==> src/pra_pkg.sv <==
// Shared codes for the page replacement block: state encoding, item codes,
// register indexes and the cell update command. No dependencies.
`default_nettype none
package pra_pkg;

  typedef enum logic [1:0] {
    ST_IDLE,
    ST_SCAN,
    ST_APPLY
  } state_t;

  typedef enum logic [1:0] {
    UPD_NONE,
    UPD_TOUCH,
    UPD_RESTART
  } upd_kind_t;

  localparam logic OP_REF     = 1'b0;
  localparam logic OP_RESTART = 1'b1;

  localparam logic POL_FIFO = 1'b0;
  localparam logic POL_LRU  = 1'b1;

  localparam int            CFG_IDX_W = 2;
  localparam int            CFG_DAT_W = 4;
  localparam logic [CFG_IDX_W-1:0] CFG_POLICY = 2'd0;
  localparam logic [CFG_IDX_W-1:0] CFG_FRAMES = 2'd1;

  localparam logic [3:0]  FRAMES_RESET = 4'd8;
  localparam int          COUNT_W      = 16;
  localparam int          FIDX_W       = 3;

endpackage
`default_nettype wire

==> src/pra_cell.sv <==
// One page frame cell: holds page, valid bit and recency rank, folds itself
// into the scan carry from its left neighbor. Depends on pra_pkg.
`default_nettype none
module pra_cell #(
  parameter int  FRAMES    = 8,
  parameter int  PAGE_BITS = 16,
  parameter int  CELL_ID   = 0,
  parameter type scan_t    = logic,
  parameter type bcast_t   = logic,
  parameter type upd_t     = logic
) (
  input  logic   clk,
  input  logic   rst,
  input  bcast_t item,
  input  scan_t  carry_in,
  output scan_t  carry_out,
  input  upd_t   upd
);
  import pra_pkg::*;

  localparam int IW = (FRAMES > 1) ? $clog2(FRAMES) : 1;
  localparam int RW = IW;
  localparam int CW = $clog2(FRAMES + 1);
  localparam logic [IW-1:0] MY_IDX   = IW'(CELL_ID);
  localparam logic [CW-1:0] MY_POS   = CW'(CELL_ID);
  localparam logic [RW-1:0] RANK_TOP = RW'(FRAMES - 1);

  logic [PAGE_BITS-1:0] page;
  logic                 valid;
  logic [RW-1:0]        rank;
  logic                 active;
  scan_t                carry_next;

  assign active = MY_POS < item.n;

  always_comb begin
    carry_next = carry_in;
    if (active) begin
      if (!carry_in.hit_found && valid && page == item.pg) begin
        carry_next.hit_found = 1'b1;
        carry_next.hit_idx   = MY_IDX;
        carry_next.hit_rank  = rank;
      end
      if (!carry_in.empty_found && !valid) begin
        carry_next.empty_found = 1'b1;
        carry_next.empty_idx   = MY_IDX;
      end
      if (CELL_ID == 0 || rank > carry_in.best_rank) begin
        carry_next.best_rank = rank;
        carry_next.best_idx  = MY_IDX;
        carry_next.best_page = page;
      end
      if (item.ptr == MY_IDX) begin
        carry_next.sel_valid = valid;
        carry_next.sel_page  = page;
        carry_next.sel_rank  = rank;
      end
    end
  end

  always_ff @(posedge clk) begin
    carry_out <= carry_next;
  end

  always_ff @(posedge clk) begin
    if (rst) begin
      valid <= 1'b0;
      rank  <= '0;
    end else begin
      case (upd.kind)
        UPD_RESTART: begin
          valid <= 1'b0;
          rank  <= '0;
        end
        UPD_TOUCH: begin
          if (active) begin
            if (upd.f == MY_IDX) begin
              rank <= '0;
              if (upd.fault) begin
                valid <= 1'b1;
              end
            end else if (valid && (!upd.was_valid || rank < upd.old_rank) &&
                         rank < RANK_TOP) begin
              rank <= rank + RW'(1);
            end
          end
        end
        default: begin
        end
      endcase
    end
  end

  always_ff @(posedge clk) begin
    if (upd.kind == UPD_TOUCH && upd.fault && active && upd.f == MY_IDX) begin
      page <= item.pg;
    end
  end

endmodule
`default_nettype wire

==> src/page_replacement_fifo_lru_top.sv <==
// Page replacement unit with FIFO and LRU policies.
// A page reference is accepted in the idle state; a scan carry then walks the
// row of frame cells one cell per cycle, then the apply state waits while the
// output is stalled. A restart item skips the walk and goes straight to apply.
// Synchronous reset clears valid bits, ranks, pointer, fault count, state and
// out_valid, and sets the policy and frame count registers to their defaults.
`default_nettype none
module page_replacement_fifo_lru_top #(
  parameter int FRAMES    = 8,
  parameter int PAGE_BITS = 16
) (
  input  logic                              clk,
  input  logic                              rst,
  input  logic                              in_valid,
  output logic                              in_stall,
  input  logic                              op,
  input  logic [PAGE_BITS-1:0]              page,
  output logic                              out_valid,
  input  logic                              out_stall,
  output logic                              hit,
  output logic [pra_pkg::FIDX_W-1:0]        frame_index,
  output logic                              evicted_valid,
  output logic [PAGE_BITS-1:0]              evicted_page,
  output logic [pra_pkg::COUNT_W-1:0]       fault_count,
  input  logic                              cfg_valid,
  output logic                              cfg_ready,
  input  logic [pra_pkg::CFG_IDX_W-1:0]     cfg_index,
  input  logic [pra_pkg::CFG_DAT_W-1:0]     cfg_data
);
  import pra_pkg::*;

  localparam int IW = (FRAMES > 1) ? $clog2(FRAMES) : 1;
  localparam int RW = IW;
  localparam int CW = $clog2(FRAMES + 1);
  localparam logic [CW-1:0] SCAN_LAST = CW'(FRAMES - 1);

  typedef struct packed {
    logic                 hit_found;
    logic [IW-1:0]        hit_idx;
    logic [RW-1:0]        hit_rank;
    logic                 empty_found;
    logic [IW-1:0]        empty_idx;
    logic [RW-1:0]        best_rank;
    logic [IW-1:0]        best_idx;
    logic [PAGE_BITS-1:0] best_page;
    logic                 sel_valid;
    logic [PAGE_BITS-1:0] sel_page;
    logic [RW-1:0]        sel_rank;
  } scan_t;

  typedef struct packed {
    logic [PAGE_BITS-1:0] pg;
    logic [IW-1:0]        ptr;
    logic [CW-1:0]        n;
  } bcast_t;

  typedef struct packed {
    upd_kind_t     kind;
    logic          fault;
    logic [IW-1:0] f;
    logic          was_valid;
    logic [RW-1:0] old_rank;
  } upd_t;

  state_t state, state_next;

  logic                policy;
  logic [3:0]          frames_in_use;
  logic [IW-1:0]       fifo_ptr;
  logic [COUNT_W-1:0]  fault_total;
  logic                op_q;
  bcast_t              item;
  logic [CW-1:0]       scan_cnt;
  logic [CW-1:0]       n_calc;
  logic [IW-1:0]       ptr_calc;
  logic                accept;
  logic                apply_go;

  scan_t               carry [FRAMES+1];
  scan_t               res;
  upd_t                upd;

  logic                d_hit;
  logic                d_fault;
  logic [IW-1:0]       d_f;
  logic                d_was;
  logic [RW-1:0]       d_old;
  logic [PAGE_BITS-1:0] d_ev_page;
  logic [IW-1:0]       ptr_adv;
  logic [IW+2:0]       f_ext;

  assign cfg_ready = 1'b1;
  assign accept    = in_valid && !in_stall;

  always_ff @(posedge clk) begin
    if (rst) begin
      policy        <= POL_FIFO;
      frames_in_use <= FRAMES_RESET;
    end else if (cfg_valid && cfg_ready) begin
      unique case (cfg_index)
        CFG_POLICY: policy        <= cfg_data[0];
        CFG_FRAMES: frames_in_use <= cfg_data[3:0];
        default: begin
        end
      endcase
    end
  end

  always_comb begin
    if (frames_in_use == 4'd0) begin
      n_calc = CW'(1);
    end else if (int'(frames_in_use) > FRAMES) begin
      n_calc = CW'(FRAMES);
    end else begin
      n_calc = CW'(frames_in_use);
    end
    ptr_calc = (CW'(fifo_ptr) >= n_calc) ? '0 : fifo_ptr;
  end

  always_comb begin
    state_next = state;
    unique case (state)
      ST_IDLE: begin
        if (in_valid) begin
          state_next = (op == OP_RESTART) ? ST_APPLY : ST_SCAN;
        end
      end
      ST_SCAN: begin
        if (scan_cnt == SCAN_LAST) begin
          state_next = ST_APPLY;
        end
      end
      ST_APPLY: begin
        if (apply_go) begin
          state_next = ST_IDLE;
        end
      end
      default: state_next = ST_IDLE;
    endcase
  end

  always_comb begin
    in_stall = 1'b1;
    apply_go = 1'b0;
    unique case (state)
      ST_IDLE:  in_stall = 1'b0;
      ST_SCAN:  in_stall = 1'b1;
      ST_APPLY: apply_go = !out_valid || !out_stall;
      default:  in_stall = 1'b1;
    endcase
  end

  always_ff @(posedge clk) begin
    if (rst) begin
      state    <= ST_IDLE;
      scan_cnt <= '0;
    end else begin
      state    <= state_next;
      scan_cnt <= (state == ST_SCAN) ? scan_cnt + CW'(1) : '0;
    end
  end

  always_ff @(posedge clk) begin
    if (accept) begin
      op_q     <= op;
      item.pg  <= page;
      item.ptr <= ptr_calc;
      item.n   <= n_calc;
    end
  end

  assign carry[0] = '0;

  for (genvar i = 0; i < FRAMES; i++) begin : g_cell
    pra_cell #(
      .FRAMES   (FRAMES),
      .PAGE_BITS(PAGE_BITS),
      .CELL_ID  (i),
      .scan_t   (scan_t),
      .bcast_t  (bcast_t),
      .upd_t    (upd_t)
    ) u_cell (
      .clk      (clk),
      .rst      (rst),
      .item     (item),
      .carry_in (carry[i]),
      .carry_out(carry[i+1]),
      .upd      (upd)
    );
  end

  assign res = carry[FRAMES];

  always_comb begin
    d_hit     = 1'b0;
    d_fault   = 1'b0;
    d_f       = '0;
    d_was     = 1'b0;
    d_old     = '0;
    d_ev_page = '0;
    if (res.hit_found) begin
      d_hit = 1'b1;
      d_f   = res.hit_idx;
      d_was = 1'b1;
      d_old = res.hit_rank;
    end else begin
      d_fault = 1'b1;
      if (policy == POL_FIFO) begin
        d_f       = item.ptr;
        d_was     = res.sel_valid;
        d_old     = res.sel_rank;
        d_ev_page = res.sel_page;
      end else if (res.empty_found) begin
        d_f = res.empty_idx;
      end else begin
        d_f       = res.best_idx;
        d_was     = 1'b1;
        d_old     = res.best_rank;
        d_ev_page = res.best_page;
      end
    end
    if (!d_was) begin
      d_ev_page = '0;
    end
    ptr_adv = (CW'(item.ptr) + CW'(1) >= item.n) ? '0 : item.ptr + IW'(1);
    f_ext   = {3'b000, d_f};
  end

  always_comb begin
    upd.kind      = UPD_NONE;
    upd.fault     = d_fault;
    upd.f         = d_f;
    upd.was_valid = d_was;
    upd.old_rank  = d_old;
    if (apply_go) begin
      upd.kind = (op_q == OP_RESTART) ? UPD_RESTART : UPD_TOUCH;
    end
  end

  always_ff @(posedge clk) begin
    if (rst) begin
      fifo_ptr    <= '0;
      fault_total <= '0;
    end else if (apply_go) begin
      if (op_q == OP_RESTART) begin
        fifo_ptr    <= '0;
        fault_total <= '0;
      end else if (d_fault) begin
        if (policy == POL_FIFO) begin
          fifo_ptr <= ptr_adv;
        end
        if (fault_total != '1) begin
          fault_total <= fault_total + COUNT_W'(1);
        end
      end
    end
  end

  always_ff @(posedge clk) begin
    if (rst) begin
      out_valid <= 1'b0;
    end else if (apply_go) begin
      out_valid <= 1'b1;
    end else if (!out_stall) begin
      out_valid <= 1'b0;
    end
  end

  always_ff @(posedge clk) begin
    if (apply_go) begin
      if (op_q == OP_RESTART) begin
        hit           <= 1'b0;
        frame_index   <= '0;
        evicted_valid <= 1'b0;
        evicted_page  <= '0;
        fault_count   <= '0;
      end else begin
        hit           <= d_hit;
        frame_index   <= f_ext[2:0];
        evicted_valid <= d_fault && d_was;
        evicted_page  <= d_ev_page;
        fault_count   <= (d_fault && fault_total != '1) ?
                         fault_total + COUNT_W'(1) : fault_total;
      end
    end
  end

  a_restart_skips_scan: assert property (@(posedge clk) disable iff (rst)
    accept && op == OP_RESTART |=> state == ST_APPLY)
    else $error("restart did not go straight to apply");

  a_restart_result_zero: assert property (@(posedge clk) disable iff (rst)
    apply_go && op_q == OP_RESTART |=> out_valid && fault_count == '0 && !hit)
    else $error("restart result not cleared");

  a_ptr_in_range: assert property (@(posedge clk) disable iff (rst)
    apply_go && op_q == OP_REF && d_fault && policy == POL_FIFO |=>
      CW'(fifo_ptr) < item.n)
    else $error("fifo pointer beyond frames in use");

  a_hit_no_evict: assert property (@(posedge clk) disable iff (rst)
    out_valid |-> !(hit && evicted_valid))
    else $error("hit reported with eviction");

  a_count_monotonic: assert property (@(posedge clk) disable iff (rst)
    apply_go && op_q == OP_REF |=> fault_total >= $past(fault_total))
    else $error("fault count went down without restart");

endmodule
`default_nettype wire

==> config.mk <==
export PLATFORM = sky130hd
export DESIGN_NAME = page_replacement_fifo_lru_top
export DESIGN_NICKNAME = d
export VERILOG_FILES = /design/src/pra_pkg.sv /design/src/pra_cell.sv /design/src/page_replacement_fifo_lru_top.sv
export SDC_FILE = /design/constraint.sdc
export NUM_CORES = 1
export LEC_CHECK = 0
export ABC_AREA = 1
export CAP_MARGIN = 20
export CORE_MARGIN = 2
export CORE_UTILIZATION = 60
export CTS_CLUSTER_SIZE = 20
export DETAILED_ROUTE_END_ITERATION = 10
export DONT_BUFFER_PORTS = 1
export PLACE_DENSITY = 0.76
export RECOVER_POWER = 25
export SYNTH_ARGS = -nofsm -noshare
export SYNTH_HDL_FRONTEND = slang
export SYNTH_HIERARCHICAL = 1
export SYNTH_SLANG_ARGS = --single-unit
==> constraint.sdc <==
create_clock -name clk -period 5.95 [get_ports clk]
set_clock_uncertainty 0.15 [all_clocks]
set_input_delay 0.8925 -clock clk [delete_from_list [all_inputs] [get_ports clk]]
set_output_delay 0.8925 -clock clk [all_outputs]
set_load 0.1 [all_outputs]
# After elaboration in Yosys (flattened, before gate mapping)
# Index checks and enable logic that the tools add are counted.
dict set report word_totals {
  ff_bits 673
  out_inout_bits 40
  wordCells 486
}
dict set report classes {
  add_sub_neg 12
  order_cmp 34
  n_eq_ne 60
  n_mux 128
  n_bitwise 2
  reduce_logical 123
}
# operator count
set ops {}
lappend ops {{53-bit 2-to-1 mux} 7}
lappend ops {{22-bit 2-to-1 mux} 7}
lappend ops {{20-bit 2-to-1 mux} 7}
lappend ops {{16-bit equality test} 8}
lappend ops {{3-bit 2-to-1 mux} 34}
lappend ops {{16-bit 2-to-1 mux} 6}
lappend ops {{1-bit logical AND} 58}
lappend ops {{7-bit 2-to-1 mux} 8}
lappend ops {{3-bit one-hot mux with 2 select lines} 8}
lappend ops {{4-bit 2-to-1 mux} 10}
lappend ops {{2-bit by 1-bit inequality test with 1-bit output, second input constant} 18}
lappend ops {{3-bit AND reduction} 11}
lappend ops {{4-bit AND reduction} 8}
lappend ops {{3-bit by 1-bit adder with 3-bit output, second input constant} 9}
lappend ops {{1-bit 2-to-1 mux} 26}
lappend ops {{3-bit equality test, second input constant} 8}
lappend ops {{1-bit zero test} 24}
lappend ops {{3-bit < comparator} 8}
lappend ops {{3-bit < comparator, second input constant} 8}
lappend ops {{3-bit by 1-bit inequality test with 1-bit output, second input constant} 8}
lappend ops {{3-bit > comparator} 7}
lappend ops {{16-bit by 1-bit adder with 16-bit output, second input constant} 1}
lappend ops {{3-bit by 4-bit < comparator with 1-bit output, first input constant} 4}
lappend ops {{16-bit inequality test, second input constant} 1}
lappend ops {{25 further kinds} 65}

# Longest topological paths before layout
# Gate-level depths: netlist of the first run.
dict set report depth {
  ltp_word 11
  ltp_mapped 17
}

# Cells and area by module
# The synthesis of the first run kept the hierarchy.
# mod instances cells_each area_each_um2
set by_module_without_submodules {}
lappend by_module_without_submodules {page_replacement_fifo_lru_top 1 488 4409.2}
lappend by_module_without_submodules {{pra_cell (g_cell[1].u_cell)} 1 324 2834.0}
lappend by_module_without_submodules {{pra_cell (g_cell[3].u_cell)} 1 344 2834.0}
lappend by_module_without_submodules {{pra_cell (g_cell[4].u_cell)} 1 327 2831.5}
lappend by_module_without_submodules {{pra_cell (g_cell[5].u_cell)} 1 321 2815.2}
lappend by_module_without_submodules {{pra_cell (g_cell[6].u_cell)} 1 322 2810.2}
lappend by_module_without_submodules {{pra_cell (g_cell[2].u_cell)} 1 323 2807.7}
lappend by_module_without_submodules {{pra_cell (g_cell[7].u_cell)} 1 315 2782.7}
lappend by_module_without_submodules {{pra_cell (g_cell[0].u_cell)} 1 311 2748.9}

# Worst setup path before layout of the first run
# OpenSTA, ideal clock, no wires.
dict set report synth_timing {
  path_type {input to register}
  from {input out_stall}
  to {register g_cell[7].u_cell.page[0] (enable)}
  setup_time_ns 0.412
  t_arrival_ns 3.199
  path_slack_ns 2.190
  cell_stages 8
  n_path_buf 1
  path_cell_list {nand2_1 > nand3_1 > nor2_2 > buf_2 > inv_1 > nor2_1 > nand2_1 > nor3_1}
}
# item line
set synth_lines {}
lappend synth_lines {{from (decl)} page_replacement_fifo_lru_top.sv:19} ;# input logic out_stall,
lappend synth_lines {{to (signal assigned)} pra_cell.sv:96} ;# page <= item.pg;
lappend synth_lines {{to (decl)} pra_cell.sv:28} ;# logic [PAGE_BITS-1:0] page;

# Worst setup path after layout of the first run
dict set report layout_timing {
  from {register policy}
  to {register g_cell[0].u_cell.rank[1]}
}
dict set report layout_between {
  elab_chain_len 8
  word_cells_on_any_way 17
}
# item line
set layout_lines {}
lappend layout_lines {{from (decl)} page_replacement_fifo_lru_top.sv:67} ;# logic policy;
lappend layout_lines {{from (signal assigned)} page_replacement_fifo_lru_top.sv:101} ;# CFG_POLICY: policy <= cfg_data[0];
lappend layout_lines {{3-bit 2-to-1 mux} page_replacement_fifo_lru_top.sv:208} ;# if (policy == POL_FIFO) begin
lappend layout_lines {{3-bit 2-to-1 mux} page_replacement_fifo_lru_top.sv:201} ;# if (res.hit_found) begin
lappend layout_lines {{via d_old[2]} page_replacement_fifo_lru_top.sv:87} ;# logic [RW-1:0] d_old;
lappend layout_lines {{3-bit < comparator} pra_cell.sv:82} ;# end else if (valid && (!upd.was_valid || rank < upd.old_rank) &&
lappend layout_lines {{1-bit logical OR} pra_cell.sv:82}
lappend layout_lines {{1-bit logical AND (2 in a row)} pra_cell.sv:82}
lappend layout_lines {{3-bit by 1-bit inequality test with 1-bit output (no line)} n/a}
lappend layout_lines {{3-bit AND reduction (no line)} n/a}
lappend layout_lines {{to (signal assigned)} pra_cell.sv:84} ;# rank <= rank + RW'(1);
lappend layout_lines {{to (decl)} pra_cell.sv:30} ;# logic [RW-1:0] rank;
# The timed path passes the listed nets, and every way through them passes these cells. The select of a mux whose other input is x is not followed.
# A chain may end at the register's enable or synchronous reset.

==> metrics.csv, run 1 <==
metric,value,unit
multi-input logic area,9570,um^2
Via Count,19810,
total power,11.79,mW
first-pass GRT wire length,95800,um
largest net degree at the start of global routing,47,
unrepaired setup endpoints after global routing,false,
critical path class,reg -> reg,
syn avg cell area,8.739,um^2
worst reg-to-reg setup slack,1950,ps
ANT cells,0,
Area after DPL,27460,um^2
worst path bufs/invs,3,
setup total negative slack,0,ps
Routed WL,59000,um
"Hold-fix buffers, CTS",0,
Synth area leaders,"dfxtp_1 36%, edfxtp_1 21%, nand2_1 12%, o21ai_0 5.6%, inv_1 5.5%",
fill count,3435,
Core Rows,77,
Netlist cell types,55,
post-route DRC violation count,0,
post-synthesis compound-gate area fraction,10.01,%
Slew @ Worst Pin,1739,ps
worst hold path class,in -> reg,
violated checks,"capacitance limit, slew limit",
Reg2Reg Depth,16,
drt first pass iters,7,
Detailed Place HPWL,41940,um
initial antenna violation count,0,
crit start category,register,
die area,46500,um^2
cells after synthesis,3075,
crit-path cells,inv_1 -> clkbuf_1 -> nor2_2 -> a221oi_1 -> nor2_1 -> inv_1 -> ha_1 -> a21oi_1 -> nand2_1 -> nand2_1 -> nand2_1 -> nand2_1 -> nand2_2 -> nand3_1 -> nand2_1 -> nor2_1,
Post-synth ARST share,0,%
Switch Pwr,3.315,mW
cell taking the most area after synthesis,dfxtp_1,
die height,215.6,um
Clk pwr share,34.4,%
data required time of the worst path,6310,ps
slowest CP cell,nor2_2,
Storage cell area,15420,um^2
Combinational Power Share,14.1,%
I/O Pins,68,
Worst-path clk slew,60,ps
Clock Latency Late Sink,590,ps
number of gates resized after cts,0,
Num CTS Buffers,69,
maximum vdd drop,0.3226,mV
main combinational cell family by area after synthesis,simple AND/OR/NAND/NOR gates,
RePlAce Congestion,0.8961,
share of post-route cells with drive strength above 1,7.109,%
cell mode on critical path,nand2_1,
Critical R2R Launch,policy$_SDFFE_PP0P_,
Switching Fraction,28.12,%
period utilisation layout,67.15,%
Final ANT Viol Nets,0,
Vias/cell,5.233,
Congestion Overflow GR,0,
Max Cap Viol,3,
initial DRC count,1649,
Post-synth EDFFs,189,
post-synthesis mux area share,0.2514,%
P_int,8.477,mW
Floorplan Core Area,44220,um^2
Yosys reg bits,676,
status,"finished, violations left",
sequential area share after synthesis,57.40,%
Final Hold Viols,0,
post-synthesis adder-cell area fraction,2.561,%
top-count cell post-synth,nand2_1,
"Largest delay share family, worst path",simple AND/OR/NAND/NOR gates,
placed insts,3655,
final setup fails,0,
CP endpoint kind,register,
"Top FF cell, synth",dfxtp_1,
CTS tree,built,
All-Layer GR Usage,25.45,%
post-synth top area share,36.28,%
Pwr Density,398.4,nW/um^2
Post-Synth Simple-Gate Area,20.52,%
critical path peak fanout,24,
register share of total power,51.6,%
P&R area growth vs syn,10.15,%
max-slew violation count,80,
CTS sink cnt,676,
critical path depth in cells,16,
Critical Path Source,policy$_SDFFE_PP0P_,
post-route cell area,29600,um^2
Max Clock Freq,250.3,MHz
H-tree depth,3,
xor and xnor area share after synthesis,1.499,%
relative slew slack,-15.96,%
Post-CTS Setup Bufs,0,
Final min period,3996,ps
leak pwr,13.35,nW
number of global-route vias before repair,19370,
slowest cell delay on critical path,760,ps
crit path to,g_cell[0].u_cell/rank[1]$_SDFFE_PP0P_,
CTS max path bufs,3,
post-detailed-route wirelength per cell,15.59,um
Crit path arrival time,4360,ps
Die W,215.6,um
root buffer cell,clkbuf_16,
Critical R2R Capture,g_cell[0].u_cell/rank[1]$_SDFFE_PP0P_,
YS warnings,6,
"Cell Area, Synth",26870,um^2
PortBufs,0,
Post-synth top cells,"831 x nand2_1, 487 x dfxtp_1, 396 x inv_1, 302 x o21ai_0, 202 x nor2_1",
"Core Util, Final",66.94,%
Initial Utilization,60.77,%
nets,3219,
"Cell Count, Final, Fillers Out",3785,
layout by cell type (no fill, tap or decap), types with 51 or more instances in the layout:
cell type and n:
nor2_1 200, edfxtp_1 189, a21oi_1 107, dfxtp_1 487, nand3_1 70, conb_1 55, nand4_1 51, inv_1 397
clkbuf_16 72, ha_1 55, o21ai_1 68, nand2_1 835, o21ai_0 304
state kept, by name, indices dropped and copies added, names as in the netlist, 2 cells and up:
name                     cells
g_cell.u_cell/carry_out    424
g_cell.u_cell/rank          24
item                        23
scan_cnt                     4
frames_in_use                4
evicted_page                16
fifo_ptr                     3
fault_count                 16
g_cell.u_cell/page         128
g_cell.u_cell/valid          8
state                        2
fault_total                 16
frame_index                  3
power by group through the flow:
stage	combinational [mW]	sequential (mW)	clock (mW)
3_3_place_gp	1.54	6.16	0
3_5_place_dp	1.61	6.18	0
6_report	1.66	6.08	4.05
4_1_cts	1.62	6.09	4.12
5_1_grt	1.91	6.15	4.31
2_1_floorplan	1.30	6.03	0
layout make-up:
cell class	instances	area share, %
Timing Repair Buffer	18	0.4607
Sequential cell	676	52.11
Clock buffer	100	6.645
Clock inverter	28	0.6002
Multi-Input combinational cell	1949	32.33
Inverter	422	5.351
Tap cell	592	2.502
routing by layer:
layer  vias to the layer above  part of all wire [%]  global-route usage [%]
met4                         0                   3.8                   11.36
met3                       180                   5.7                   3.946
met1                      8999                    43                   31.86
met2                       721                    48                   43.62
met5                         -                     0                       0
li1                       9907                     -                       -
how the worst min path moves through the flow:
stage                                                         start  cells past startpoint                                     end  slack, ps
after floorplan              g_cell[4].u_cell/carry_out[36]$_DFF_P_                      1  g_cell[5].u_cell/carry_out[36]$_DFF_P_        240
after global placement    g_cell[0].u_cell/carry_out[36]$_SDFF_PN0_                      1  g_cell[1].u_cell/carry_out[36]$_DFF_P_        240
after detailed placement     g_cell[6].u_cell/carry_out[50]$_DFF_P_                      2  g_cell[7].u_cell/carry_out[50]$_DFF_P_        250
after CTS                                                       rst                      1             fault_total[3]$_SDFFE_PP0P_        190
after global routing                                            rst                      1            fault_total[15]$_SDFFE_PP0P_        190
final                                                           rst                      1            fault_total[10]$_SDFFE_PP0P_        220
logic make-up after synthesis:
logic type,Yosys count
XOR/XNOR,46
other,2
multiplexers,6
flip-flops,676
buffers and inverters,503
adder cells (fa/ha/maj),55
AO/OA/AOI/OAI,514
AND/OR/NAND/NOR,1273
metrics by stage:
stage	setup slack, ps	hold WS (ps)
after floorplan	2190	235.4
after global routing	1640	190.0
after CTS	2346	185.6
final	1954	221.3
after global placement	2486	242.7
after detailed placement	2392	247.0
worst register-to-register path: stages, from the launching register on:
cell and delay [ps]:
dfxtp_1 350, inv_1 50, clkbuf_1 450, nor2_2 770, a221oi_1 180, nor2_1 730, inv_1 110, ha_1 340
a21oi_1 170, nand2_1 70, nand2_1 70, nand2_1 70, nand2_1 70, nand2_2 90, nand3_1 90, nand2_1 60
nor2_1 110
Note: power is estimated with default switching activity, not from simulation.
==> run 2, diff against run 1 <==
- clock period: 5.95 -> 4 ns (I/O delays scaled with it)
==> run 2 against run 1 <==
The flow still finishes with violations (capacitance limit, slew limit). Final area grew 1.3%. Via count is 0.17% higher. Hold slack got worse by 190 ps. Fmax is 31% higher. Critical endpoint is now g_cell[0].u_cell/page[2]$_DFFE_PP_. Non-clock buffer count up 33.
==> metrics.csv, run 2 (synthesis gave the netlist of run 1 again) <==
metric,value,unit
relative slew slack,-17.87,%
crit start category,register,
Routed WL,59430,um
"commonest non-fill, non-tap cell in the layout",nand2_1,
Reg2Reg Depth,8,
Final Hold Viols,0,
WHS Path Cells,2,
WHS,28.98,ps
Combinational Power Share,14.1,%
period utilisation layout,76.11,%
Max Cap Viol,4,
post-detailed-route wirelength per cell,15.58,um
worst hold path class,in -> reg,
RePlAce Congestion,0.9071,
Floorplan Core Area,44220,um^2
CTS sink cnt,676,
nets,3251,
Switching Fraction,27.82,%
H-tree depth,3,
die area,46500,um^2
Worst-path clk slew,60,ps
final setup fails,0,
P&R area growth vs syn,11.58,%
unrepaired setup endpoints after global routing,false,
All-Layer GR Usage,25.75,%
"Largest delay share family, worst path",simple AND/OR/NAND/NOR gates,
number of flip-flops in the largest register,424,
Congestion Overflow GR,0,
Switch Pwr,4.963,mW
maximum vdd drop,0.4367,mV
total power,17.84,mW
Hold Path Sink,policy$_SDFFE_PP0P_,
number of global-route vias before repair,19720,
root buffer cell,clkbuf_16,
Slew @ Worst Pin,1768,ps
max-slew violation count,163,
share of post-route cells with drive strength above 1,7.449,%
slowest cell delay on critical path,540,ps
initial antenna violation count,0,
status,"finished, violations left",
Via Count,19840,
crit-path cells,buf_4 -> nand2_1 -> nand3_1 -> nor2_2 -> inv_1 -> nor3_2 -> nand3_1 -> inv_1,
"Core Util, Final",67.81,%
Regs by FF count,"g_cell.u_cell/carry_out x424, g_cell.u_cell/page x128, g_cell.u_cell/rank x24",
Final min period,3044,ps
Core Rows,77,
Max Clock Freq,328.5,MHz
Pwr Density,594.9,nW/um^2
CP endpoint kind,register,
setup total negative slack,0,ps
critical path peak fanout,16,
Final ANT Viol Nets,0,
leak pwr,13.54,nW
PortBufs,0,
register share of total power,50.6,%
ANT cells,0,
Num CTS Buffers,68,
P_int,12.87,mW
Vias/cell,5.202,
first-pass GRT wire length,96760,um
violated checks,"capacitance limit, slew limit",
I/O Pins,68,
critical path class,reg -> reg,
register with the most flip-flops,g_cell.u_cell/carry_out,
post-route DRC violation count,0,
Clk pwr share,35.3,%
Detailed Place HPWL,41960,um
Initial Utilization,60.77,%
drt first pass iters,6,
slowest CP cell,nor2_2,
Crit path arrival time,3110,ps
Critical R2R Capture,g_cell[0].u_cell/page[2]$_DFFE_PP_,
CTS max path bufs,3,
fill count,3361,
largest net degree at the start of global routing,42,
worst path bufs/invs,3,
initial DRC count,1622,
Hold Crit Start,cfg_index[1],
die height,215.6,um
Clock Latency Late Sink,600,ps
worst reg-to-reg setup slack,960,ps
data required time of the worst path,4060,ps
Critical R2R Launch,out_valid$_SDFFE_PP0P_,
Die W,215.6,um
CTS tree,built,
Post-CTS Setup Bufs,0,
"commonest cells after routing, fill and taps aside","835 x nand2_1, 487 x dfxtp_1, 397 x inv_1",
-- run 2: changes by cell type in the layout (fill, tap and decap cells not counted), moves of 4 or more --
cell / delta
bufinv_16: +4
buf_4: +9
clkbuf_1: -4
dlygate4sd3_1: +19
-- run 2: how the worst max path moves through the flow --
stage | startpoint | endpoint | slack, ps | cells past startpoint
floorplan | out_valid$_SDFFE_PP0P_ | g_cell[7].u_cell/page[0]$_DFFE_PP_ | 360 | 8
global placement | out_stall | g_cell[0].u_cell/page[13]$_DFFE_PP_ | 1050 | 7
detailed placement | out_stall | g_cell[0].u_cell/page[0]$_DFFE_PP_ | 970 | 7
CTS | out_valid$_SDFFE_PP0P_ | g_cell[0].u_cell/page[2]$_DFFE_PP_ | 1000 | 8
global route | out_valid$_SDFFE_PP0P_ | g_cell[0].u_cell/page[2]$_DFFE_PP_ | 700 | 8
finish | out_valid$_SDFFE_PP0P_ | g_cell[0].u_cell/page[2]$_DFFE_PP_ | 960 | 8
-- run 2: metrics by stage --
step / instances / cell area [um^2] / setup WS (ps)
4_1_cts: 3813 / 30020 / 1003
3_5_place_dp: 3669 / 27560 / 972.7
3_3_place_gp: 3669 / 27560 / 1054
5_1_grt: 3814 / 29990 / 704.9
2_1_floorplan: 3128 / 27070 / 360.8
6_report: 3814 / 29990 / 955.7
-- run 2: final cells by class --
class / count / area, um^2 / area share [%]
multi-input combinational: 1949 / 9564 / 31.90
tap: 592 / 740.7 / 2.470
sequential: 676 / 15420 / 51.44
clock buffer: 91 / 1933 / 6.447
inverter: 422 / 1584 / 5.283
clock inverter: 33 / 316.6 / 1.056
timing repair buffer: 51 / 421.7 / 1.406
-- run 2: layer usage --
| layer | track usage [%] | up-vias | share of wire (%) |
|---|---|---|---|
| li1 | - | 9972 | - |
| met5 | 0 | - | 0 |
| met3 | 4.101 | 159 | 5.7 |
| met4 | 11.59 | 0 | 3.9 |
| met1 | 31.82 | 9034 | 42 |
| met2 | 44.47 | 675 | 48 |
-- run 2: repair_timing --
action / in CTS / in global routing
gates resized for setup: 0 / 0
endpoints found under the hold margin: 56 / 0
hold buffers: 20 / 0
-- run 2: power by group through the flow --
stage	Sequential, mW	Combinational [mW]	Clock [mW]
2_1_floorplan	8.97	1.94	0
3_3_place_gp	9.14	2.32	0
3_5_place_dp	9.17	2.42	0
4_1_cts	9.04	2.47	6.39
5_1_grt	9.14	2.87	6.69
6_report	9.03	2.51	6.29
==> run 3, diff against run 2 <==
- ABC_AREA: 1 -> 0
- CORE_UTILIZATION: 60 -> 57
- PLACE_DENSITY: 0.76 -> 0.75
- clock period: 4 -> 2.5 ns (I/O delays scaled with it)
==> run 3 against run 2 <==
Core utilization up 1.7 points. Largest cell class unchanged. Flip-flop and latch count unchanged. Wire length down 2.3%. The run now ends clean.
==> metrics.csv, run 3 <==
metric,value,unit
cell taking the most area after synthesis,dfxtp_1,
PortBufs,0,
share of post-route cells with drive strength above 1,31.35,%
data required time of the worst path,2810,ps
critical path peak fanout,7,
initial DRC count,1157,
register with the most flip-flops,g_cell.u_cell/carry_out,
final setup fails,0,
Floorplan Core Area,44410,um^2
Num CTS Buffers,68,
Vias/cell,5.427,
number of flip-flops in the largest register,424,
"commonest cells after routing, fill and taps aside","483 x dfxtp_1, 307 x mux2_2, 189 x edfxtp_1",
syn avg cell area,12.96,um^2
Post-synth EDFFs,189,
"Largest delay share family, worst path",simple AND/OR/NAND/NOR gates,
period utilisation layout,98.83,%
"Cell Count, Final, Fillers Out",2914,
Detailed Place HPWL,40390,um
post-synthesis mux area share,15.12,%
crit start category,register,
CTS sink cnt,676,
Crit path arrival time,2780,ps
Core Rows,77,
post-route DRC violation count,0,
worst path bufs/invs,1,
"commonest non-fill, non-tap cell in the layout",dfxtp_1,
status,"finished, final reports clean",
Switching Fraction,22.38,%
I/O Pins,68,
xor and xnor area share after synthesis,5.057,%
Post-synth top cells,"487 x dfxtp_1, 310 x mux2_2, 189 x edfxtp_1, 108 x xnor2_1, 87 x nor2_1",
Initial Utilization,58.10,%
Die W,216.8,um
setup total negative slack,0,ps
ANT cells,0,
Final ANT Viol Nets,0,
Post-Synth Simple-Gate Area,10.22,%
leak pwr,12.13,nW
nets,2352,
first-pass GRT wire length,91110,um
CTS tree,built,
root buffer cell,clkbuf_16,
Via Count,15820,
Post-synth ARST share,0,%
register share of total power,50.9,%
Pwr Density,770.8,nW/um^2
CP endpoint kind,register,
Max Clock Freq,404.7,MHz
All-Layer GR Usage,24.76,%
die area,46990,um^2
worst reg-to-reg setup slack,30,ps
P_int,18.47,mW
Worst-path clk slew,60,ps
initial antenna violation count,0,
Netlist cell types,83,
Synth area leaders,"dfxtp_1 38%, edfxtp_1 22%, mux2_2 14%, xnor2_1 3.7%, ha_1 2.7%",
die height,216.8,um
main combinational cell family by area after synthesis,multiplexers,
Regs by FF count,"g_cell.u_cell/carry_out x424, g_cell.u_cell/page x128, g_cell.u_cell/rank x24",
H-tree depth,3,
post-synth top area share,37.78,%
Congestion Overflow GR,0,
slowest cell delay on critical path,530,ps
critical path class,reg -> reg,
placed insts,2741,
Yosys reg bits,676,
crit-path cells,xor2_1 -> or4_1 -> or4_4 -> nor4_4 -> buf_6 -> mux2_4,
Slew @ Worst Pin,1200,ps
Routed WL,58040,um
Clk pwr share,41.2,%
Combinational Power Share,7.9,%
"Top FF cell, synth",dfxtp_1,
Final Hold Viols,0,
number of global-route vias before repair,16320,
post-synthesis compound-gate area fraction,4.917,%
post-synthesis adder-cell area fraction,2.667,%
slowest CP cell,or4_1,
Clock Latency Late Sink,590,ps
Switch Pwr,5.326,mW
post-detailed-route wirelength per cell,19.92,um
sequential area share after synthesis,59.78,%
max-slew violation count,0,
"Core Util, Final",69.50,%
drt first pass iters,5,
cells after synthesis,1991,
maximum vdd drop,0.5783,mV
CTS max path bufs,3,
WHS,72.76,ps
top-count cell post-synth,dfxtp_1,
YS warnings,6,
Area after DPL,28130,um^2
P&R area growth vs syn,19.63,%
RePlAce Congestion,0.8988,
Final min period,2471,ps
worst hold path class,in -> reg,
relative slew slack,20.00,%
unrepaired setup endpoints after global routing,true,
largest net degree at the start of global routing,43,
post-route cell area,30870,um^2
"Cell Area, Synth",25800,um^2
Max Cap Viol,0,
-- run 3: changes by cell type after synthesis, sizes merged, moves of 35 or more --
cell and delta:
nand3 -58, nand2b +38, a21oi -77, inv -345
nor2b +35, nand2 -800, o21ai -335, xnor2 +91
mux2 +321, nor2 -140
-- run 3: path summary, 6_finish.rpt --
check / startpoint / endpoint / depth (start not counted)
hold / removal: cfg_index[0] / frames_in_use[3]$_SDFFE_PP1P_ / 2
hold reg to reg: g_cell[6].u_cell/carry_out[50]$_DFF_P_ / g_cell[7].u_cell/carry_out[50]$_DFF_P_ / 1
setup / recovery: item[17]$_DFFE_PP_ / g_cell[2].u_cell/carry_out[48]$_DFF_P_ / 6
setup reg to reg: item[17]$_DFFE_PP_ / g_cell[2].u_cell/carry_out[48]$_DFF_P_ / 6
-- run 3: area by class of cell --
cell class | instances | area [um^2]
clock buffer | 96 | 1918
multi-input combinational | 1234 | 10270
clock inverter | 27 | 249.0
tap | 592 | 740.7
inverter | 75 | 281.5
timing repair buffer | 214 | 1971
sequential | 676 | 15430
fill | 2994 | 13540
-- run 3: repair_timing --
item,in CTS,in global routing
setup buffers,2,18
gates resized for setup,10,32
cloned,2,0
pin swaps,3,18
endpoints found under the setup margin,68,117
hold buffers,27,0
endpoints found under the hold margin,65,0
-- run 3: per-layer routing --
metal	global-route usage (%)	vias up	share of wire, %
met2	42.53	442	49
li1	-	7573	-
met1	32.47	7709	44
met3	3.522	91	5.3
met5	0	-	0
met4	7.854	0	2.1
-- run 3: kinds of logic (layout without fill, tap and decap cells) --
| group | after synthesis | in the layout |
|---|---|---|
| adder cells (fa/ha/maj) | 55 | 55 |
| XOR/XNOR | 149 | 149 |
| other | 2 | 56 |
| AO/OA/AOI/OAI | 183 | 183 |
| multiplexers | 343 | 343 |
| AND/OR/NAND/NOR | 446 | 448 |
| flip-flops | 676 | 676 |
| buffers and inverters | 137 | 412 |
-- run 3: power by group through the flow --
stage          Clock [mW]  Sequential (mW)  Combinational (mW)
5_1_grt              10.4             12.2                1.99
2_1_floorplan           0             12.5                1.03
3_3_place_gp            0             12.3                1.70
6_report             9.80             12.1                1.87
4_1_cts              9.94             12.1                1.82
3_5_place_dp            0             12.3                1.73
-- run 3: through the flow --
step,worst slack (ps),power (mW)
global route,-37.52,24.53
CTS,-85.71,23.89
detailed placement,-95.86,14.08
global placement,-51.31,14.03
finish,29.20,23.79
floorplan,-132.0,13.48
